<file path="config.mk">
export PLATFORM = sky130hd
export DESIGN_NAME = binary_row_centers_and_centroid_flat
export DESIGN_NICKNAME = d
export VERILOG_FILES = /design/src/rtl/core/bcc_pkg.sv /design/src/rtl/core/bcc_if.sv /design/src/rtl/core/bcc_div.sv /design/src/rtl/core/bcc_dp.sv /design/src/rtl/core/bcc_ctrl.sv /design/src/rtl/core/binary_row_centers_and_centroid.sv /design/src/flat_wrapper.sv
export SDC_FILE = /design/constraint.sdc
export NUM_CORES = 1
export LEC_CHECK = 0
export ABC_AREA = 1
export BUFFER_PORTS_ARGS = -buffer_cell sky130_fd_sc_hd__buf_2
export CAP_MARGIN = 20
export CORE_ASPECT_RATIO = 2
export CORE_MARGIN = 5
export CORE_UTILIZATION = 58
export CTS_CLUSTER_SIZE = 30
export DETAILED_ROUTE_END_ITERATION = 16
export MAX_ROUTING_LAYER = met4
export PLACE_DENSITY_LB_ADDON = 0.05
export SLEW_MARGIN = 20
export SYNTH_ARGS = -nofsm -noshare
export SYNTH_HDL_FRONTEND = slang
export SYNTH_SLANG_ARGS = --single-unit
</file>
<file path="constraint.sdc">
create_clock -name clock -period 3.7 [get_ports clock]
set_input_delay 0.37 -clock clock [delete_from_list [all_inputs] [get_ports clock]]
set_output_delay 0.37 -clock clock [all_outputs]
set_load 0.03 [all_outputs]
</file>
<file path="src/rtl/core/bcc_pkg.sv">
// Shared constants, types and command/status structs for the binary row
// center and centroid block. No dependencies; every other file uses it.
package bcc_pkg;

   localparam int MAX_COLUMNS = 1024;
   localparam int MAX_ROWS    = 1024;

   localparam int GRAY_W     = 8;
   localparam int CFG_SIZE_W = 11;
   localparam int OUT_W      = 10;
   localparam int CSR_INDEX_W = 2;
   localparam int CSR_DATA_W  = 11;

   localparam int COL_W   = $clog2(MAX_COLUMNS);
   localparam int ROW_W   = (MAX_ROWS > 1) ? $clog2(MAX_ROWS) : 1;
   localparam int CNT_W   = $clog2(MAX_COLUMNS + 1);
   localparam int RSUM_W  = 2 * COL_W;
   localparam int FCNT_W  = $clog2(MAX_COLUMNS * MAX_ROWS + 1);
   localparam int FCSUM_W = 2 * COL_W + ROW_W;
   localparam int FRSUM_W = COL_W + 2 * ROW_W;
   localparam int DIVD_W  = (FCSUM_W > FRSUM_W) ? FCSUM_W : FRSUM_W;
   localparam int DIVS_W  = FCNT_W;
   localparam int Q_W     = (COL_W > ROW_W) ? COL_W : ROW_W;
   localparam int STEP_W  = $clog2(Q_W + 1);
   localparam int MAX_DIM = (MAX_COLUMNS > MAX_ROWS) ? MAX_COLUMNS : MAX_ROWS;
   localparam int DIM_W   = $clog2(MAX_DIM + 1);
   localparam int SIZE_W  = (DIM_W > CFG_SIZE_W) ? DIM_W : CFG_SIZE_W;

   localparam logic [GRAY_W-1:0]     THRESHOLD_RESET = 8'd140;
   localparam logic [CFG_SIZE_W-1:0] WIDTH_RESET     = 11'd640;
   localparam logic [CFG_SIZE_W-1:0] HEIGHT_RESET    = 11'd480;

   typedef enum logic [CSR_INDEX_W-1:0] {
      REG_THRESHOLD    = 2'd0,
      REG_FRAME_WIDTH  = 2'd1,
      REG_FRAME_HEIGHT = 2'd2
   } reg_index_type;

   typedef enum logic [1:0] {
      DIV_ROW_CENTER = 2'd0,
      DIV_FRAME_COL  = 2'd1,
      DIV_FRAME_ROW  = 2'd2
   } div_sel_type;

   typedef enum logic {
      KIND_ROW   = 1'b0,
      KIND_FRAME = 1'b1
   } result_kind_type;

   typedef struct packed {
      logic            accept;
      logic            div_start;
      div_sel_type     div_sel;
      logic            keep_xq;
      logic            load_out;
      result_kind_type out_kind;
      logic            out_last;
      logic            clr_row;
      logic            clr_frame;
   } cmd_type;

   typedef struct packed {
      logic row_end;
      logic frame_end;
      logic row_has;
      logic frame_has;
      logic div_busy;
      logic div_done;
      logic out_free;
   } status_type;

endpackage

</file>
<file path="src/rtl/core/bcc_if.sv">
// Channel interfaces: pixel input, result output and register writes.
// Depends on bcc_pkg for field widths.
interface bcc_req_if;
   logic                             valid;
   logic                             ready;
   logic [bcc_pkg::GRAY_W-1:0]       gray_level;
   logic                             start_of_frame;

   modport source (output valid, output gray_level, output start_of_frame, input ready);
   modport sink   (input valid, input gray_level, input start_of_frame, output ready);
endinterface

interface bcc_rsp_if;
   logic                             valid;
   logic                             ready;
   logic                             result_kind;
   logic [bcc_pkg::OUT_W-1:0]        center_x;
   logic [bcc_pkg::OUT_W-1:0]        center_y;
   logic                             found;
   logic                             last;

   modport source (output valid, output result_kind, output center_x, output center_y,
                   output found, output last, input ready);
   modport sink   (input valid, input result_kind, input center_x, input center_y,
                   input found, input last, output ready);
endinterface

interface bcc_csr_if;
   logic                             valid;
   logic                             ready;
   logic [bcc_pkg::CSR_INDEX_W-1:0]  index;
   logic [bcc_pkg::CSR_DATA_W-1:0]   data;

   modport source (output valid, output index, output data, input ready);
   modport sink   (input valid, input index, input data, output ready);
endinterface

</file>
<file path="src/rtl/core/bcc_div.sv">
// Restoring divider, one quotient bit per cycle, shared by all means.
// Depends on bcc_pkg for operand and quotient widths.
module bcc_div (
   input  logic                         clock,
   input  logic                         reset,
   input  logic                         start,
   input  logic [bcc_pkg::DIVD_W-1:0]   dividend,
   input  logic [bcc_pkg::DIVS_W-1:0]   divisor,
   output logic                         busy,
   output logic                         done,
   output logic [bcc_pkg::Q_W-1:0]      quotient
);

   logic [bcc_pkg::DIVD_W-1:0] rem_ff, rem_in;
   logic [bcc_pkg::DIVD_W-1:0] dsh_ff, dsh_in;
   logic [bcc_pkg::DIVS_W-1:0] den_ff, den_in;
   logic [bcc_pkg::Q_W-1:0]    q_ff, q_in;
   logic [bcc_pkg::STEP_W-1:0] step_ff, step_in;
   logic                       done_ff, done_in;

   // The quotient is a mean and always fits in Q_W bits, so the divisor
   // starts shifted up by Q_W-1 places and walks down one place a cycle.
   always_comb begin
      rem_in  = rem_ff;
      dsh_in  = dsh_ff;
      den_in  = den_ff;
      q_in    = q_ff;
      step_in = step_ff;
      done_in = 1'b0;
      if (start) begin
         rem_in  = dividend;
         dsh_in  = bcc_pkg::DIVD_W'(divisor) << (bcc_pkg::Q_W - 1);
         den_in  = divisor;
         q_in    = '0;
         step_in = bcc_pkg::STEP_W'(bcc_pkg::Q_W);
      end else if (step_ff != '0) begin
         if (rem_ff >= dsh_ff) begin
            rem_in = rem_ff - dsh_ff;
            q_in   = {q_ff[bcc_pkg::Q_W-2:0], 1'b1};
         end else begin
            q_in   = {q_ff[bcc_pkg::Q_W-2:0], 1'b0};
         end
         dsh_in  = dsh_ff >> 1;
         step_in = step_ff - bcc_pkg::STEP_W'(1);
         done_in = (step_ff == bcc_pkg::STEP_W'(1));
      end
   end

   always_ff @(posedge clock) begin
      if (reset) begin
         step_ff <= '0;
         done_ff <= 1'b0;
      end else begin
         step_ff <= step_in;
         done_ff <= done_in;
      end
      rem_ff <= rem_in;
      dsh_ff <= dsh_in;
      den_ff <= den_in;
      q_ff   <= q_in;
   end

   assign busy     = (step_ff != '0);
   assign done     = done_ff;
   assign quotient = q_ff;

   // When the quotient is ready, what is left must be below the divisor.
   a_rem_below_divisor: assert property (@(posedge clock) disable iff (reset)
      done_ff |-> (rem_ff < bcc_pkg::DIVD_W'(den_ff)))
      else $error("divider remainder not below divisor at completion");

endmodule

</file>
<file path="src/rtl/core/bcc_dp.sv">
// Datapath: configuration registers, pixel position, running sums,
// divider operand selection and the result register.
// Depends on bcc_pkg, bcc_if and bcc_div.
module bcc_dp (
   input  logic                 clock,
   input  logic                 reset,
   bcc_req_if.sink              req,
   bcc_rsp_if.source            rsp,
   bcc_csr_if.sink              csr,
   input  bcc_pkg::cmd_type     cmd,
   output bcc_pkg::status_type  st
);

   logic [bcc_pkg::GRAY_W-1:0]     thr_ff, thr_in;
   logic [bcc_pkg::CFG_SIZE_W-1:0] fw_ff, fw_in;
   logic [bcc_pkg::CFG_SIZE_W-1:0] fh_ff, fh_in;

   logic [bcc_pkg::COL_W-1:0]   col_ff, col_in;
   logic [bcc_pkg::ROW_W-1:0]   row_ff, row_in;
   logic [bcc_pkg::ROW_W-1:0]   rowidx_ff, rowidx_in;
   logic [bcc_pkg::RSUM_W-1:0]  rsum_ff, rsum_in;
   logic [bcc_pkg::CNT_W-1:0]   rcnt_ff, rcnt_in;
   logic [bcc_pkg::FCSUM_W-1:0] fcsum_ff, fcsum_in;
   logic [bcc_pkg::FRSUM_W-1:0] frsum_ff, frsum_in;
   logic [bcc_pkg::FCNT_W-1:0]  fcnt_ff, fcnt_in;
   logic [bcc_pkg::Q_W-1:0]     xq_ff, xq_in;

   logic                        out_valid_ff, out_valid_in;
   logic                        kind_ff, kind_in;
   logic [bcc_pkg::OUT_W-1:0]   x_ff, x_in;
   logic [bcc_pkg::OUT_W-1:0]   y_ff, y_in;
   logic                        found_ff, found_in;
   logic                        last_ff, last_in;

   logic [bcc_pkg::SIZE_W-1:0]  w_eff, h_eff;
   logic [bcc_pkg::COL_W-1:0]   col_eff;
   logic [bcc_pkg::ROW_W-1:0]   row_eff;
   logic [bcc_pkg::RSUM_W-1:0]  rsum_eff;
   logic [bcc_pkg::CNT_W-1:0]   rcnt_eff;
   logic [bcc_pkg::FCSUM_W-1:0] fcsum_eff;
   logic [bcc_pkg::FRSUM_W-1:0] frsum_eff;
   logic [bcc_pkg::FCNT_W-1:0]  fcnt_eff;
   logic                        pix_set, row_end, frame_end, frame_has;

   logic [bcc_pkg::DIVD_W-1:0]  div_dividend;
   logic [bcc_pkg::DIVS_W-1:0]  div_divisor;
   logic                        div_busy, div_done;
   logic [bcc_pkg::Q_W-1:0]     div_q;

   assign csr.ready = 1'b1;

   always_comb begin
      thr_in = thr_ff;
      fw_in  = fw_ff;
      fh_in  = fh_ff;
      if (csr.valid) begin
         case (bcc_pkg::reg_index_type'(csr.index))
            bcc_pkg::REG_THRESHOLD:    thr_in = csr.data[bcc_pkg::GRAY_W-1:0];
            bcc_pkg::REG_FRAME_WIDTH:  fw_in  = csr.data[bcc_pkg::CFG_SIZE_W-1:0];
            bcc_pkg::REG_FRAME_HEIGHT: fh_in  = csr.data[bcc_pkg::CFG_SIZE_W-1:0];
            default: ;
         endcase
      end
   end

   // A size of zero acts as one; sizes above the maxima saturate.
   always_comb begin
      if (fw_ff == '0)
         w_eff = bcc_pkg::SIZE_W'(1);
      else if (bcc_pkg::SIZE_W'(fw_ff) > bcc_pkg::SIZE_W'(bcc_pkg::MAX_COLUMNS))
         w_eff = bcc_pkg::SIZE_W'(bcc_pkg::MAX_COLUMNS);
      else
         w_eff = bcc_pkg::SIZE_W'(fw_ff);
      if (fh_ff == '0)
         h_eff = bcc_pkg::SIZE_W'(1);
      else if (bcc_pkg::SIZE_W'(fh_ff) > bcc_pkg::SIZE_W'(bcc_pkg::MAX_ROWS))
         h_eff = bcc_pkg::SIZE_W'(bcc_pkg::MAX_ROWS);
      else
         h_eff = bcc_pkg::SIZE_W'(fh_ff);
   end

   // A start-of-frame pixel sees a cleared position and cleared sums.
   always_comb begin
      col_eff   = req.start_of_frame ? '0 : col_ff;
      row_eff   = req.start_of_frame ? '0 : row_ff;
      rsum_eff  = req.start_of_frame ? '0 : rsum_ff;
      rcnt_eff  = req.start_of_frame ? '0 : rcnt_ff;
      fcsum_eff = req.start_of_frame ? '0 : fcsum_ff;
      frsum_eff = req.start_of_frame ? '0 : frsum_ff;
      fcnt_eff  = req.start_of_frame ? '0 : fcnt_ff;
      pix_set   = (req.gray_level <= thr_ff);
      row_end   = ((bcc_pkg::SIZE_W'(col_eff) + bcc_pkg::SIZE_W'(1)) >= w_eff);
      frame_end = row_end &&
                  ((bcc_pkg::SIZE_W'(row_eff) + bcc_pkg::SIZE_W'(1)) >= h_eff);
      frame_has = (fcnt_ff != '0);
   end

   always_comb begin
      col_in    = col_ff;
      row_in    = row_ff;
      rowidx_in = rowidx_ff;
      rsum_in   = rsum_ff;
      rcnt_in   = rcnt_ff;
      fcsum_in  = fcsum_ff;
      frsum_in  = frsum_ff;
      fcnt_in   = fcnt_ff;
      if (cmd.accept) begin
         rsum_in  = rsum_eff;
         rcnt_in  = rcnt_eff;
         fcsum_in = fcsum_eff;
         frsum_in = frsum_eff;
         fcnt_in  = fcnt_eff;
         if (pix_set) begin
            rsum_in  = rsum_eff + bcc_pkg::RSUM_W'(col_eff);
            rcnt_in  = rcnt_eff + bcc_pkg::CNT_W'(1);
            fcsum_in = fcsum_eff + bcc_pkg::FCSUM_W'(col_eff);
            frsum_in = frsum_eff + bcc_pkg::FRSUM_W'(row_eff);
            fcnt_in  = fcnt_eff + bcc_pkg::FCNT_W'(1);
         end
         rowidx_in = row_eff;
         if (row_end) begin
            col_in = '0;
            row_in = frame_end ? '0 : row_eff + bcc_pkg::ROW_W'(1);
         end else begin
            col_in = col_eff + bcc_pkg::COL_W'(1);
            row_in = row_eff;
         end
      end else begin
         // The row and frame sums stay until their results are in the result register.
         if (cmd.clr_row) begin
            rsum_in = '0;
            rcnt_in = '0;
         end
         if (cmd.clr_frame) begin
            fcsum_in = '0;
            frsum_in = '0;
            fcnt_in  = '0;
         end
      end
   end

   always_comb begin
      case (cmd.div_sel)
         bcc_pkg::DIV_FRAME_COL: begin
            div_dividend = bcc_pkg::DIVD_W'(fcsum_ff);
            div_divisor  = bcc_pkg::DIVS_W'(fcnt_ff);
         end
         bcc_pkg::DIV_FRAME_ROW: begin
            div_dividend = bcc_pkg::DIVD_W'(frsum_ff);
            div_divisor  = bcc_pkg::DIVS_W'(fcnt_ff);
         end
         default: begin
            div_dividend = bcc_pkg::DIVD_W'(rsum_ff);
            div_divisor  = bcc_pkg::DIVS_W'(rcnt_ff);
         end
      endcase
   end

   bcc_div u_div (
      .clock    (clock),
      .reset    (reset),
      .start    (cmd.div_start),
      .dividend (div_dividend),
      .divisor  (div_divisor),
      .busy     (div_busy),
      .done     (div_done),
      .quotient (div_q)
   );

   always_comb begin
      xq_in        = cmd.keep_xq ? div_q : xq_ff;
      out_valid_in = out_valid_ff && !rsp.ready;
      kind_in      = kind_ff;
      x_in         = x_ff;
      y_in         = y_ff;
      found_in     = found_ff;
      last_in      = last_ff;
      if (cmd.load_out) begin
         out_valid_in = 1'b1;
         kind_in      = cmd.out_kind;
         last_in      = cmd.out_last;
         if (cmd.out_kind == bcc_pkg::KIND_FRAME) begin
            found_in = frame_has;
            x_in     = frame_has ? bcc_pkg::OUT_W'(xq_ff) : '0;
            y_in     = frame_has ? bcc_pkg::OUT_W'(div_q) : '0;
         end else begin
            found_in = 1'b0;
            x_in     = bcc_pkg::OUT_W'(div_q);
            y_in     = bcc_pkg::OUT_W'(rowidx_ff);
         end
      end
   end

   always_ff @(posedge clock) begin
      if (reset) begin
         thr_ff       <= bcc_pkg::THRESHOLD_RESET;
         fw_ff        <= bcc_pkg::WIDTH_RESET;
         fh_ff        <= bcc_pkg::HEIGHT_RESET;
         col_ff       <= '0;
         row_ff       <= '0;
         rsum_ff      <= '0;
         rcnt_ff      <= '0;
         fcsum_ff     <= '0;
         frsum_ff     <= '0;
         fcnt_ff      <= '0;
         out_valid_ff <= 1'b0;
      end else begin
         thr_ff       <= thr_in;
         fw_ff        <= fw_in;
         fh_ff        <= fh_in;
         col_ff       <= col_in;
         row_ff       <= row_in;
         rsum_ff      <= rsum_in;
         rcnt_ff      <= rcnt_in;
         fcsum_ff     <= fcsum_in;
         frsum_ff     <= frsum_in;
         fcnt_ff      <= fcnt_in;
         out_valid_ff <= out_valid_in;
      end
      rowidx_ff <= rowidx_in;
      xq_ff     <= xq_in;
      kind_ff   <= kind_in;
      x_ff      <= x_in;
      y_ff      <= y_in;
      found_ff  <= found_in;
      last_ff   <= last_in;
   end

   assign rsp.valid       = out_valid_ff;
   assign rsp.result_kind = kind_ff;
   assign rsp.center_x    = x_ff;
   assign rsp.center_y    = y_ff;
   assign rsp.found       = found_ff;
   assign rsp.last        = last_ff;

   always_comb begin
      st.row_end   = row_end;
      st.frame_end = frame_end;
      st.row_has   = (rcnt_ff != '0);
      st.frame_has = frame_has;
      st.div_busy  = div_busy;
      st.div_done  = div_done;
      st.out_free  = !out_valid_ff || rsp.ready;
   end

   // Once a centroid is in the result register, the frame sums are gone.
   a_frame_cleared: assert property (@(posedge clock) disable iff (reset)
      (cmd.load_out && cmd.out_kind == bcc_pkg::KIND_FRAME) |=> (fcnt_ff == '0))
      else $error("frame sums not cleared after centroid");

endmodule

</file>
<file path="src/rtl/core/bcc_ctrl.sv">
// Controller: accepts pixels, sequences the divisions at row and frame
// ends and loads the result register. Depends on bcc_pkg and bcc_if.
module bcc_ctrl (
   input  logic                 clock,
   input  logic                 reset,
   bcc_req_if.sink              req,
   input  bcc_pkg::status_type  st,
   output bcc_pkg::cmd_type     cmd
);

   typedef enum logic [2:0] {
      S_IDLE,
      S_DECIDE,
      S_DIV_ROW,
      S_PUT_ROW,
      S_DIV_FCOL,
      S_DIV_FROW,
      S_PUT_FRAME
   } state_type;

   state_type state_ff, state_in;
   logic      frame_pend_ff, frame_pend_in;

   assign req.ready = (state_ff == S_IDLE);

   always_comb begin
      state_in      = state_ff;
      frame_pend_in = frame_pend_ff;
      cmd           = '0;
      cmd.div_sel   = bcc_pkg::DIV_ROW_CENTER;
      cmd.out_kind  = bcc_pkg::KIND_ROW;
      case (state_ff)
         S_IDLE: begin
            cmd.accept = req.valid;
            if (req.valid && st.row_end) begin
               frame_pend_in = st.frame_end;
               state_in      = S_DECIDE;
            end
         end
         S_DECIDE: begin
            if (st.row_has) begin
               cmd.div_start = 1'b1;
               cmd.div_sel   = bcc_pkg::DIV_ROW_CENTER;
               state_in      = S_DIV_ROW;
            end else if (frame_pend_ff) begin
               if (st.frame_has) begin
                  cmd.div_start = 1'b1;
                  cmd.div_sel   = bcc_pkg::DIV_FRAME_COL;
                  state_in      = S_DIV_FCOL;
               end else begin
                  state_in = S_PUT_FRAME;
               end
            end else begin
               cmd.clr_row = 1'b1;
               state_in    = S_IDLE;
            end
         end
         S_DIV_ROW: begin
            if (st.div_done) state_in = S_PUT_ROW;
         end
         S_PUT_ROW: begin
            if (st.out_free) begin
               cmd.load_out = 1'b1;
               cmd.out_kind = bcc_pkg::KIND_ROW;
               cmd.out_last = !frame_pend_ff;
               if (frame_pend_ff) begin
                  // The row quotient is captured this cycle, so the divider
                  // can take the frame column sum at the same edge.
                  if (st.frame_has) begin
                     cmd.div_start = 1'b1;
                     cmd.div_sel   = bcc_pkg::DIV_FRAME_COL;
                     state_in      = S_DIV_FCOL;
                  end else begin
                     state_in = S_PUT_FRAME;
                  end
               end else begin
                  cmd.clr_row = 1'b1;
                  state_in    = S_IDLE;
               end
            end
         end
         S_DIV_FCOL: begin
            cmd.div_sel = bcc_pkg::DIV_FRAME_ROW;
            if (st.div_done) begin
               cmd.keep_xq   = 1'b1;
               cmd.div_start = 1'b1;
               state_in      = S_DIV_FROW;
            end
         end
         S_DIV_FROW: begin
            if (st.div_done) state_in = S_PUT_FRAME;
         end
         S_PUT_FRAME: begin
            if (st.out_free) begin
               cmd.load_out  = 1'b1;
               cmd.out_kind  = bcc_pkg::KIND_FRAME;
               cmd.out_last  = 1'b1;
               cmd.clr_row   = 1'b1;
               cmd.clr_frame = 1'b1;
               state_in      = S_IDLE;
            end
         end
         default: state_in = S_IDLE;
      endcase
   end

   always_ff @(posedge clock) begin
      if (reset) begin
         state_ff      <= S_IDLE;
         frame_pend_ff <= 1'b0;
      end else begin
         state_ff      <= state_in;
         frame_pend_ff <= frame_pend_in;
      end
   end

   a_load_when_free: assert property (@(posedge clock) disable iff (reset)
      cmd.load_out |-> st.out_free)
      else $error("result register loaded while still occupied");

   a_start_when_idle: assert property (@(posedge clock) disable iff (reset)
      cmd.div_start |-> !st.div_busy)
      else $error("divider started while busy");

   a_no_pixel_in_division: assert property (@(posedge clock) disable iff (reset)
      cmd.accept |-> !st.div_busy)
      else $error("pixel transfer taken during a division");

endmodule

</file>
<file path="src/rtl/core/binary_row_centers_and_centroid.sv">
// Binary row centers and frame centroid: top level. Pixels are thresholded
// (set at or below the threshold) and summed as they stream in; plain
// pixels that do not close a row flow at one per clock. A pixel that
// closes a row holds the input while the controller checks for set pixels,
// runs the divisions and loads the results, plus any wait for the result
// register to drain. Division uses the single shared restoring divider,
// which produces one quotient bit per cycle (10 bits here) for each of up
// to three means. Result items wait in an output register, so a pending
// result does not stop pixel transfers once the divisions are done. Depends
// on bcc_pkg, bcc_if, bcc_ctrl and bcc_dp.
module binary_row_centers_and_centroid (
   input  logic        clock,
   input  logic        reset,
   bcc_req_if.sink     req_ch,
   bcc_rsp_if.source   rsp_ch,
   bcc_csr_if.sink     csr_ch
);

   bcc_pkg::cmd_type    cmd;
   bcc_pkg::status_type st;

   bcc_ctrl u_ctrl (
      .clock (clock),
      .reset (reset),
      .req   (req_ch),
      .st    (st),
      .cmd   (cmd)
   );

   bcc_dp u_dp (
      .clock (clock),
      .reset (reset),
      .req   (req_ch),
      .rsp   (rsp_ch),
      .csr   (csr_ch),
      .cmd   (cmd),
      .st    (st)
   );

endmodule

</file>
<file path="src/flat_wrapper.sv">
// flat-port wrapper written by rule: the top's interface ports become plain ports
module binary_row_centers_and_centroid_flat 
  (clock, reset, req_ch_valid, req_ch_gray_level, req_ch_start_of_frame, req_ch_ready, rsp_ch_valid, rsp_ch_result_kind, rsp_ch_center_x, rsp_ch_center_y, rsp_ch_found, rsp_ch_last, rsp_ch_ready, csr_ch_valid, csr_ch_index, csr_ch_data, csr_ch_ready);
  bcc_req_if req_ch_i ();
  bcc_rsp_if rsp_ch_i ();
  bcc_csr_if csr_ch_i ();
  input  logic clock;
  input  logic reset;
  input wire logic [$bits(req_ch_i.valid)-1:0] req_ch_valid;
  input wire logic [$bits(req_ch_i.gray_level)-1:0] req_ch_gray_level;
  input wire logic [$bits(req_ch_i.start_of_frame)-1:0] req_ch_start_of_frame;
  output wire logic [$bits(req_ch_i.ready)-1:0] req_ch_ready;
  output wire logic [$bits(rsp_ch_i.valid)-1:0] rsp_ch_valid;
  output wire logic [$bits(rsp_ch_i.result_kind)-1:0] rsp_ch_result_kind;
  output wire logic [$bits(rsp_ch_i.center_x)-1:0] rsp_ch_center_x;
  output wire logic [$bits(rsp_ch_i.center_y)-1:0] rsp_ch_center_y;
  output wire logic [$bits(rsp_ch_i.found)-1:0] rsp_ch_found;
  output wire logic [$bits(rsp_ch_i.last)-1:0] rsp_ch_last;
  input wire logic [$bits(rsp_ch_i.ready)-1:0] rsp_ch_ready;
  input wire logic [$bits(csr_ch_i.valid)-1:0] csr_ch_valid;
  input wire logic [$bits(csr_ch_i.index)-1:0] csr_ch_index;
  input wire logic [$bits(csr_ch_i.data)-1:0] csr_ch_data;
  output wire logic [$bits(csr_ch_i.ready)-1:0] csr_ch_ready;
  assign req_ch_i.valid = req_ch_valid;
  assign req_ch_i.gray_level = req_ch_gray_level;
  assign req_ch_i.start_of_frame = req_ch_start_of_frame;
  assign req_ch_ready = req_ch_i.ready;
  assign rsp_ch_valid = rsp_ch_i.valid;
  assign rsp_ch_result_kind = rsp_ch_i.result_kind;
  assign rsp_ch_center_x = rsp_ch_i.center_x;
  assign rsp_ch_center_y = rsp_ch_i.center_y;
  assign rsp_ch_found = rsp_ch_i.found;
  assign rsp_ch_last = rsp_ch_i.last;
  assign rsp_ch_i.ready = rsp_ch_ready;
  assign csr_ch_i.valid = csr_ch_valid;
  assign csr_ch_i.index = csr_ch_index;
  assign csr_ch_i.data = csr_ch_data;
  assign csr_ch_ready = csr_ch_i.ready;
  binary_row_centers_and_centroid u_core (.clock(clock), .reset(reset), .req_ch(req_ch_i), .rsp_ch(rsp_ch_i), .csr_ch(csr_ch_i));
endmodule
</file>
==> results of run 1 <==
==> final cells by class <==
class / instances / area (um^2) / share of cell area, %
Clock buffer: 38 / 855.8 / 3.947
Clock inverter: 16 / 187.7 / 0.8656
Inverter: 367 / 1380 / 6.365
Multi-Input combinational cell: 2226 / 11390 / 52.52
Sequential cell: 285 / 6646 / 30.65
Tap cell: 441 / 551.8 / 2.545
Timing Repair Buffer: 96 / 673.1 / 3.105
==> sequential cells by signal, indices dropped and copies added (netlist names), 11 cells and up <==
| register | count |
|---|---|
| u_core.u_dp.rsum_ff | 20 |
| u_core.u_dp.u_div.rem_ff | 30 |
| u_core.u_dp.fw_ff | 11 |
| u_core.u_dp.fh_ff | 11 |
| u_core.u_dp.fcnt_ff | 21 |
| u_core.u_dp.rcnt_ff | 11 |
| u_core.u_dp.frsum_ff | 30 |
| u_core.u_dp.fcsum_ff | 30 |
| u_core.u_dp.u_div.dsh_ff | 30 |
==> how the worst max path moves through the flow <==
| stage | startpoint | endpoint | cells after the start |
|---|---|---|---|
| after floorplan | req_ch_start_of_frame | u_core.u_dp.row_ff[8] | 22 |
| after global placement | req_ch_start_of_frame | u_core.u_dp.row_ff[0] | 18 |
| after detailed placement | req_ch_start_of_frame | u_core.u_ctrl.state_ff[2] | 20 |
| after CTS | u_core.u_dp.col_ff[0] | u_core.u_ctrl.state_ff[2] | 20 |
| after global routing | u_core.u_dp.col_ff[0] | u_core.u_ctrl.state_ff[2] | 20 |
| final | u_core.u_dp.col_ff[0] | u_core.u_ctrl.state_ff[2] | 20 |
==> worst reg2reg max path, cell delays in order, from the launching register on <==
cell and delay, ns:
sky130_fd_sc_hd__dfxtp_1 0.37, sky130_fd_sc_hd__inv_1 0.07, sky130_fd_sc_hd__nor2_1 0.13, sky130_fd_sc_hd__ha_1 0.20, sky130_fd_sc_hd__nand3_1 0.13, sky130_fd_sc_hd__nor2_1 0.15
sky130_fd_sc_hd__nand4_1 0.11, sky130_fd_sc_hd__or2_1 0.24, sky130_fd_sc_hd__nand2_1 0.07, sky130_fd_sc_hd__inv_2 0.04, sky130_fd_sc_hd__ha_1 0.29, sky130_fd_sc_hd__nand3_1 0.09
sky130_fd_sc_hd__nor3_1 0.18, sky130_fd_sc_hd__o21ai_1 0.12, sky130_fd_sc_hd__nand2_1 0.14, sky130_fd_sc_hd__buf_4 0.25, sky130_fd_sc_hd__nand2_1 0.12, sky130_fd_sc_hd__nand2_1 0.12
sky130_fd_sc_hd__nand2_1 0.06, sky130_fd_sc_hd__o21ai_0 0.19, sky130_fd_sc_hd__nor2_1 0.06
==> layout by cell type (no fill, tap or decap), drive strengths merged, types with 3 or more instances in the layout <==
cell type / count
nand2: 852
o22ai: 28
a21o: 7
o21ai: 177
nor3: 29
a21boi: 4
fa: 4
or2: 3
dfxtp: 191
nor2: 332
o211ai: 29
buf: 94
xor2: 23
nand3b: 14
nor4: 9
nand4: 71
nand3: 237
bufinv: 3
a21oi: 244
clkinv: 10
edfxtp: 94
o21bai: 15
inv: 368
clkbuf: 38
xnor2: 35
o21a: 7
ha: 96
==> power groups by stage <==
stage / clock (mW) / combinational (mW) / sequential (mW)
floorplan: 0 / 4.88 / 4.59
global placement: 0 / 6.73 / 4.59
detailed placement: 0 / 6.86 / 4.61
CTS: 3.24 / 6.90 / 4.55
global route: 3.35 / 7.72 / 4.61
finish: 3.19 / 6.97 / 4.55
==> metrics by stage <==
stage / power (mW) / area (um^2) / setup WS, ns / util [%] / instances
detailed placement: 11.47 / 20590 / 0.2484 / 60.15 / 3412
global route: 15.68 / 21680 / 0.09785 / 63.34 / 3469
global placement: 11.33 / 20590 / 0.3104 / 60.15 / 3412
CTS: 14.69 / 21650 / 0.4283 / 63.26 / 3468
finish: 14.71 / 21680 / 0.4590 / 63.34 / 3469
floorplan: 9.469 / 20020 / 0.02724 / - / 3006
==> metal layers <==
metal  vias up  part of all wire, %  GRT usage [%]
met2       650                   53          58.37
met4         0                  6.8          18.33
li1       9859                    -              -
met3       206                  4.6          2.556
met5         -                    0              -
met1      9142                   36          33.10
==> cells by family after synthesis <==
kind of cell	after synthesis	synth area share, %
and+or+nand+nor	1551	33.89
AOI/OAI and AO/OA	516	13.92
buffers and inverters	495	10.00
DFF	285	33.19
adders and majority gates	100	6.398
xor gates and xnor gates	58	2.574
other	1	0.01873
==> metrics, run 1 <==
result of the run=finished, final reports clean; residual DRC count=0; hold path cells=3; wire length reported by the detailed router=a little over 60000 um; TritonCTS buffer count=29; worst slew margin relative to its limit=30.63%; number of nets with antenna violations after detailed routing=0; weighted congestion at the end of routability-driven global placement=a little over 1; H-tree levels=1; Fill cells=3279; Avg Vias per Cell=5.724; master of the slowest instance on the critical path=sky130_fd_sc_hd__dfxtp_1; timing-limited maximum frequency=308.5 MHz; final count of hold timing violations=0; maximum resistive drop on vdd=0.6034 mV; cell chosen for the clock root=sky130_fd_sc_hd__clkbuf_16; first drt pass iteration count=6; total negative setup slack=0 ns; number of global-route vias before repair=19.49k; most common cell in the synthesized netlist=sky130_fd_sc_hd__nand2_1; CORE AREA=34230 um^2; portion of total power attributed to sequential cells=31.0%; GRT Overall Usage=31.90%; slack of the worst reg-to-reg path=0.46 ns; drt wl/cell=17.60 um; # Max-Cap Violations=0; startpoint of the worst-slack reg-to-reg timing path=u_core.u_dp.col_ff[0]; arrival time worst endpoint=3.72 ns; sequential fraction of the synthesis area=33.19%; horizontal die dimension=141.4 um; number of antenna violations at the first check in global routing=0; Crit path max-delay family=simple AND/OR/NAND/NOR gates; Hold Path Origin=csr_ch_data[7]; Setup crit start kind=flip-flop; number of input and output port buffers inserted=51; proportion of layout cells with a drive suffix above 1=7.959%; number of endpoints failing setup at the final stage=0; die height=272.8 um; pin slew with the least headroom to its limit=1.041 ns; worst hold-check path type=in2reg; power density normalized to cell area=678.2 nW/um^2; combinational group share of total power=47.4%; Synth area leaders=sky130_fd_sc_hd__dfxtp_1 19%, sky130_fd_sc_hd__nand2_1 16%, sky130_fd_sc_hd__edfxtp_1 14%; maximum number of pins on one net before global-route repair=86; clock-pin slew of the registers on the worst-case setup and hold paths=0.07 ns; mean cell area of the mapped netlist=approximately 6.7 um^2; ys flop type=sky130_fd_sc_hd__dfxtp_1; delay contributed by the slowest stage of the critical path=0.37 ns; unrepaired setup endpoints after global routing=false; floorplan die area=38570 um^2; required arrival time at the worst endpoint=4.17 ns; number of cells on the worst reg-to-reg path=20; clock insertion delay at the later pin of the skew report=0.59 ns; TritonCTS Sinks=285; worst-case hold path end point=u_core.u_dp.thr_ff[7]; Syn. warnings=0; crit-path max FO=19; Final Hold Slack=roughly 0.04 ns; Final Max Tran Viols=0; Top cell by count, worst path=sky130_fd_sc_hd__nand2_1; std cell rows=96; CTS tree=built; CP Buf/Inv Count=3; number of primary I/O pins=53; maximum root-to-sink buffer count=3; P_int=8.190 mW; Clock Power Share=around 22%; via count=just under 20k; proportion of total power due to net switching=44.31%; portion of the clock cycle consumed by the worst path in the final layout=about 88%; number of nets in the layout=3132; cell taking the most area after synthesis=sky130_fd_sc_hd__dfxtp_1; global-route wire length before repair=a little under 100000 um; worst flop-to-flop path endpoint=u_core.u_ctrl.state_ff[2]; cells after synthesis=3006; crit end category=flip-flop; drt initial violations=roughly 1.4k; leakage=9.034 nW; Synth top area share=19.10%; antenna diode instance count=0; hold bufs inserted after CTS=2; Initial Utilization=roughly 58%; shortest clock period the worst path allows after layout=3.241 ns; grt ovf=0; detailed placer's ending HPWL=45690 um; switching power total=6.515 mW; crit-path cells=inv_1 > nor2_1 > ha_1 > nand3_1 > nor2_1 > nand4_1 > or2_1 > nand2_1 > inv_2 > ha_1 > nand3_1 > nor3_1 > o21ai_1 > nand2_1 > buf_4 > nand2_1 > nand2_1 > nand2_1 > o21ai_0 > nor2_1; post-synthesis sequential element count=285; commonest cells in the netlist=840 x sky130_fd_sc_hd__nand2_1, 350 x sky130_fd_sc_hd__inv_1, 287 x sky130_fd_sc_hd__nor2_1, 244 x sky130_fd_sc_hd__a21oi_1, 231 x sky130_fd_sc_hd__nand3_1; share of flip-flops with an asynchronous set or reset after synthesis=0%; Gates resized, CTS repair=0; Post-synth EDFFs=94; Worst Clk Skew=0.02053 ns; Syn Std Cell Area=between 20000 and 25000 um^2; P&R area growth vs syn=8.279%; Unique masters post-synth=52; number of buffers inserted to repair setup after CTS=0; class of the most critical setup path=reg2reg; Post-Synthesis Net Count=3133
Note: power is estimated with default switching activity, not from simulation.
==> run 2, diff against run 1 <==
--- a/config.mk
+++ b/config.mk
@@ -5,12 +5,11 @@
 export SDC_FILE = /design/constraint.sdc
 export NUM_CORES = 1
 export LEC_CHECK = 0
-export ABC_AREA = 1
 export BUFFER_PORTS_ARGS = -buffer_cell sky130_fd_sc_hd__buf_2
 export CAP_MARGIN = 20
 export CORE_ASPECT_RATIO = 2
 export CORE_MARGIN = 5
-export CORE_UTILIZATION = 58
+export CORE_UTILIZATION = 57
 export CTS_CLUSTER_SIZE = 30
 export DETAILED_ROUTE_END_ITERATION = 16
 export MAX_ROUTING_LAYER = met4
==> run 2 against run 1 <==
Net effect:
- sequential power fell by 26%
- clock skew increased by 0.0026 ns
- synthesized area fell by 12%
- worst setup slack lost 0.21 ns
- clock power about the same
- critical path depth shrank 8
- register-to-register slack worse by 0.21 ns
- via count down 16%
- die area down 9.7%
- non-clock buffer count rose by 47
- sequential share of layout area rose by 3.1 points
- critical path type unchanged
- largest cell class unchanged
==> metrics, run 2 <==
Avg Vias per Cell=6.446; wire length reported by the detailed router=between 50000 and 60000 um; maximum resistive drop on vdd=0.4422 mV; result of the run=finished, final reports clean; crit-path max FO=19; Final Power=7.319 mW; global-route wire length before repair=87290 um; number of antenna violations at the first check in global routing=0; Worst Clk Skew=about 0.023 ns; Post-synth EDFFs=94; register area=6646 um^2; portion of the clock cycle consumed by the worst path in the final layout=93.26%; number of global-route vias before repair=16.22k; number of primary I/O pins=53; antenna diode instance count=0; Fill cells=2679; Final Max Tran Viols=0; commonest non-fill, non-tap cell in the layout=sky130_fd_sc_hd__nand2_1; clock insertion delay at the later pin of the skew report=0.58 ns; horizontal die dimension=between 100 and 150 um; number of nets in the layout=roughly 2.3k; total negative setup slack=0 ns; CTS tree=built; GRT Overall Usage=32.70%; weighted congestion at the end of routability-driven global placement=0.9710; cell taking the most area after synthesis=sky130_fd_sc_hd__dfxtp_1; Unique masters post-synth=95; shortest clock period the worst path allows after layout=3.451 ns; pin slew with the least headroom to its limit=1.095 ns; P&R area growth vs syn=11.62%; TritonCTS buffer count=27; final count of hold timing violations=0; post-synthesis sequential element count=285; number of input and output port buffers inserted=51; delay contributed by the slowest stage of the critical path=approximately 0.51 ns; class of the most critical setup path=reg2reg; # Max-Cap Violations=0; required arrival time at the worst endpoint=4.01 ns; Crit path max-delay family=simple AND/OR/NAND/NOR gates; power density normalized to cell area=371.2 nW/um^2; timing-limited maximum frequency=289.8 MHz; Syn Std Cell Area=between 15000 and 20000 um^2; CORE AREA=between 30000 and 40000 um^2; worst slack at placement=0.07273 ns; most common cell in the synthesized netlist=sky130_fd_sc_hd__nand2_1; worst hold-check path type=in2reg; master of the slowest instance on the critical path=sky130_fd_sc_hd__ha_1; commonest cells in the netlist=323 x sky130_fd_sc_hd__nand2_1, 191 x sky130_fd_sc_hd__dfxtp_1, 167 x sky130_fd_sc_hd__a21oi_1, 146 x sky130_fd_sc_hd__o21ai_0, 119 x sky130_fd_sc_hd__nor2_1; unrepaired setup endpoints after global routing=false; Setup crit start kind=flip-flop; drt initial violations=1209; maximum number of pins on one net before global-route repair=65; Initial Utilization=between 50% and 60%; maximum root-to-sink buffer count=3; area of the multi-input gates=10220 um^2; crit-path cells=nor4_1 > nand3_1 > or2_0 > a21oi_1 > nor2b_1 > inv_1 > ha_1 > buf_12 > a22oi_1 > nor2_1 > a21oi_1 > nand3_1; Gates resized, CTS repair=0; std cell rows=91; sequential fraction of the synthesis area=37.63%; crit end category=flip-flop; cells after synthesis=between 2k and 2.5k; most frequent cells in the layout=323 x sky130_fd_sc_hd__nand2_1, 191 x sky130_fd_sc_hd__dfxtp_1, 166 x sky130_fd_sc_hd__a21oi_1; Synth top area share=21.65%; Final Hold Slack=0.08619 ns; drt wl/cell=21.90 um; number of buffers inserted to repair setup after CTS=0; leakage=7.759 nW; clock-pin slew of the registers on the worst-case setup and hold paths=0.07 ns; first drt pass iteration count=5; worst setup margin=0.2493 ns; grt ovf=0; hold bufs inserted after CTS=0; CP Buf/Inv Count=2; Syn. warnings=0; share of flip-flops with an asynchronous set or reset after synthesis=0%; die height=259.0 um; Post-Synthesis Net Count=2270; proportion of layout cells with a drive suffix above 1=a little over a tenth; ys flop type=sky130_fd_sc_hd__dfxtp_1; TritonCTS Sinks=285; arrival time worst endpoint=3.77 ns; cell chosen for the clock root=sky130_fd_sc_hd__clkbuf_16; H-tree levels=1; number of nets with antenna violations after detailed routing=0; detailed placer's ending HPWL=42080 um; floorplan die area=34820 um^2; number of endpoints failing setup at the final stage=0; Synth area leaders=sky130_fd_sc_hd__dfxtp_1 22%, sky130_fd_sc_hd__edfxtp_1 16%, sky130_fd_sc_hd__nand2_1 6.9%; residual DRC count=0; mean cell area of the mapped netlist=about 8.2 um^2; via count=around 17k; worst slew margin relative to its limit=26.52%
[run 2: power by group]
group          switching, mW  internal [mW]
logic                  0.490          0.238
registers             0.0676           3.30
clock network           1.32           1.90
total                   1.88           5.44
[run 2: routing by layer]
metal	wire length, um	vias to the layer above	global-route usage (%)
li1	-	7879	-
met1	19600	7889	33.10
met2	29690	615	58.92
met3	2525	221	2.580
met4	4608	0	22.76
met5	0	-	-
[run 2: final cells by class]
class / instances / area share (%)
clock buffers: 41 / 4.499
clock inverters: 9 / 0.8059
inverters: 81 / 1.542
multi-input cells: 1645 / 51.81
flip-flops and latches: 285 / 33.71
well taps: 372 / 2.361
repair buffers: 143 / 5.267
[run 2: metrics by stage]
stage | std cells | area (um^2) | util (%)
2_1_floorplan | 2143 | 17720 | -
3_3_place_gp | 2526 | 18660 | 60.71
3_5_place_dp | 2526 | 18670 | 60.73
4_1_cts | 2576 | 19720 | 64.14
5_1_grt | 2576 | 19720 | 64.14
6_report | 2576 | 19720 | 64.14
[run 2: cell families (layout without fill, tap and decap cells)]
logic type	count (synthesis)	count (layout)	share of synthesized area, %
AND/OR/NAND/NOR	829	829	22.82
AO/OA/AOI/OAI	636	636	23.33
flip-flops	285	285	37.63
buffers and inverters	213	274	4.852
adder cells (fa/ha/maj)	100	100	7.254
XOR/XNOR	58	58	2.876
multiplexers	21	21	1.225
other	1	1	0.02123
[run 2: worst reg2reg max path, stage by stage, from the launching register on]
cell and delay, ns:
sky130_fd_sc_hd__dfxtp_1 0.40, sky130_fd_sc_hd__nor4_1 0.47, sky130_fd_sc_hd__nand3_1 0.17, sky130_fd_sc_hd__or2_0 0.26, sky130_fd_sc_hd__a21oi_1 0.23, sky130_fd_sc_hd__nor2b_1 0.28
sky130_fd_sc_hd__inv_1 0.07, sky130_fd_sc_hd__ha_1 0.51, sky130_fd_sc_hd__buf_12 0.31, sky130_fd_sc_hd__a22oi_1 0.14, sky130_fd_sc_hd__nor2_1 0.07, sky130_fd_sc_hd__a21oi_1 0.18
sky130_fd_sc_hd__nand3_1 0.09
[run 2: worst paths after layout]
path,start,end,slack [ns],cells past startpoint
min reg2reg,u_core.u_dp.rsum_ff[3],u_core.u_dp.rsum_ff[3],0.47,2
min,csr_ch_data[9],u_core.u_dp.fh_ff[9],0.09,3
max,u_core.u_dp.rcnt_ff[2],u_core.u_dp.u_div.rem_ff[29],0.25,12
max reg2reg,u_core.u_dp.rcnt_ff[2],u_core.u_dp.u_div.rem_ff[29],0.25,12
==> run 3, diff against run 2 <==
--- a/config.mk
+++ b/config.mk
@@ -9,7 +9,8 @@
 export CAP_MARGIN = 20
 export CORE_ASPECT_RATIO = 2
 export CORE_MARGIN = 5
-export CORE_UTILIZATION = 57
+export CORE_UTILIZATION = 50
+export CTS_BUF_LIST = sky130_fd_sc_hd__clkbuf_4 sky130_fd_sc_hd__clkbuf_8
 export CTS_CLUSTER_SIZE = 30
 export DETAILED_ROUTE_END_ITERATION = 16
 export MAX_ROUTING_LAYER = met4
==> run 3 against run 2 <==
Net effect:
- count of clock-buffer cells in the layout increased by 25
- via count about the same
- maximum frequency shrank 1.1%
- sequential power about the same
- worst setup slack worse by 0.039 ns
- critical path depth decreased by 1
- non-clock buffer count increased by 6
- register-to-register slack worse by 0.04 ns
- combinational power shrank 2%
- clock power shrank 4%
- largest cell class unchanged
- highest routed layer unchanged
==> metrics, run 3 (same netlist as run 2, synthesis figures left out) <==
clock-pin slew of the registers on the worst-case setup and hold paths=0.07 ns; floorplan die area=39410 um^2; Gates resized, CTS repair=0; wire length reported by the detailed router=58780 um; first drt pass iteration count=5; number of antenna violations at the first check in global routing=1; class of the most critical setup path=reg2reg; unrepaired setup endpoints after global routing=false; number of nets in the layout=2333; number of global-route vias before repair=16.30k; die height=around 280 um; drt initial violations=977; std cell rows=97; timing-limited maximum frequency=286.6 MHz; Top cell by count, worst path=sky130_fd_sc_hd__a21oi_1; worst slew margin relative to its limit=38.32%; pin slew with the least headroom to its limit=a little over 0.9 ns; dpl cell area=around 19000 um^2; CORE AREA=34950 um^2; Avg Vias per Cell=6.183; GRT Overall Usage=30.09%; Initial Utilization=50.53%; Crit path max-delay family=simple AND/OR/NAND/NOR gates; proportion of layout cells with a drive suffix above 1=12.41%; residual DRC count=0; detailed placer's ending HPWL=43680 um; maximum root-to-sink buffer count=3; most frequent cells in the layout=323 x sky130_fd_sc_hd__nand2_1, 191 x sky130_fd_sc_hd__dfxtp_1, 166 x sky130_fd_sc_hd__a21oi_1; global-route wire length before repair=89890 um; TritonCTS Sinks=285; power density normalized to cell area=362.7 nW/um^2; cell chosen for the clock root=sky130_fd_sc_hd__clkbuf_8; CP Buf/Inv Count=1; portion of the clock cycle consumed by the worst path in the final layout=a little over nine tenths; number of endpoints failing setup at the final stage=0; # Max-Cap Violations=0; number of nets with antenna violations after detailed routing=0; total negative setup slack=0 ns; result of the run=finished, final reports clean; post-route cell area=19840 um^2; arrival time worst endpoint=3.81 ns; P&R area growth vs syn=12.33%; number of primary I/O pins=53; grt ovf=0; number of input and output port buffers inserted=51; maximum number of pins on one net before global-route repair=66; TritonCTS buffer count=44; via count=16.61k; worst slack at placement=0.1048 ns; shortest clock period the worst path allows after layout=3.490 ns; crit end category=flip-flop; delay contributed by the slowest stage of the critical path=~0.52 ns; worst hold-check path type=in2reg; Util after Layout=56.76%; crit-path cells=nor4_1 > nand3_1 > or2_0 > a21oi_1 > nor2b_1 > inv_1 > ha_1 > a22oi_1 > nor2_1 > a211oi_1 > a21oi_1; CTS tree=built; H-tree levels=2; Setup crit start kind=flip-flop; commonest non-fill, non-tap cell in the layout=sky130_fd_sc_hd__nand2_1; maximum resistive drop on vdd=between 0.4 and 0.5 mV; worst setup margin=0.2104 ns; drt wl/cell=21.87 um; required arrival time at the worst endpoint=about 4 ns; master of the slowest instance on the critical path=sky130_fd_sc_hd__ha_1; leakage=just under 8 nW; Fill cells=3286; clock insertion delay at the later pin of the skew report=roughly 0.61 ns; crit-path max FO=20; Worst Clk Skew=0.04016 ns; Final Max Tran Viols=0; final count of hold timing violations=0; horizontal die dimension=142.9 um; weighted congestion at the end of routability-driven global placement=0.9314
run 3: cell count changes in the layout (fill, tap and decap cells not counted), sizes merged, moves of 2 or more:
cell,before,now
clkinv,5,11
buf,143,148
clkbuf,41,66
bufinv,3,5
run 3: metrics by stage:
| stage | hold WS [ns] | power [mW] | std cells |
|---|---|---|---|
| 2_1_floorplan | 0.4359 | 3.881 | 2143 |
| 3_3_place_gp | 0.4571 | 4.141 | 2604 |
| 3_5_place_dp | 0.4594 | 4.152 | 2604 |
| 4_1_cts | 0.01734 | 7.261 | 2686 |
| 5_1_grt | 0.02776 | 7.461 | 2687 |
| 6_report | 0.04960 | 7.196 | 2687 |
run 3: area by class of cell:
class / count / area [um^2] / share of cell area [%]
Timing Repair Buffer: 149 / 1086 / 5.474
Tap cell: 445 / 556.8 / 2.806
Inverter: 81 / 304.0 / 1.532
Multi-Input combinational cell: 1645 / 10220 / 51.50
Clock buffer: 66 / 814.5 / 4.105
Clock inverter: 15 / 211.5 / 1.066
Antenna cell: 1 / 2.502 / 0.01261
Sequential cell: 285 / 6646 / 33.50
run 3: per-layer routing:
layer	vias up	wire length (um)	GRT usage, %
met3	199	2521	3.259
met1	7940	20550	29.70
li1	7929	-	-
met5	-	0	-
met4	0	4554	20.16
met2	546	31150	54.63
run 3: final timing paths:
path	end	cells after the start	startpoint	slack, ns
max reg2reg	u_core.u_dp.u_div.rem_ff[11]	11	u_core.u_dp.rcnt_ff[0]	0.21
max	u_core.u_dp.u_div.rem_ff[11]	11	u_core.u_dp.rcnt_ff[0]	0.21
min	u_core.u_dp.thr_ff[2]	3	csr_ch_data[2]	0.05
min reg2reg	u_core.u_dp.rsum_ff[3]	2	u_core.u_dp.rsum_ff[3]	0.47
run 3: report_power, final:
group | switching (mW) | internal, mW | total (mW)
registers | 0.0688 | 3.31 | 3.37
logic | 0.483 | 0.234 | 0.717
clock network | 1.34 | 1.77 | 3.10
run 3: worst register-to-register path, delay by kind of cell, from the launching register on:
family                   cells  cell delay (ns)
AND/OR/NAND/NOR              5             1.35
AO/OA/AOI/OAI                4             0.95
adder cells (fa/ha/maj)      1             0.52
buffers and inverters        1             0.08
flip-flops                   1             0.31
run 3: what timing repair did:
item	4_1_cts	5_1_grt
buffers inserted	0	0
endpoints found under the setup margin	0	0
endpoints found under the hold margin	1	0
hold buffers	1	0
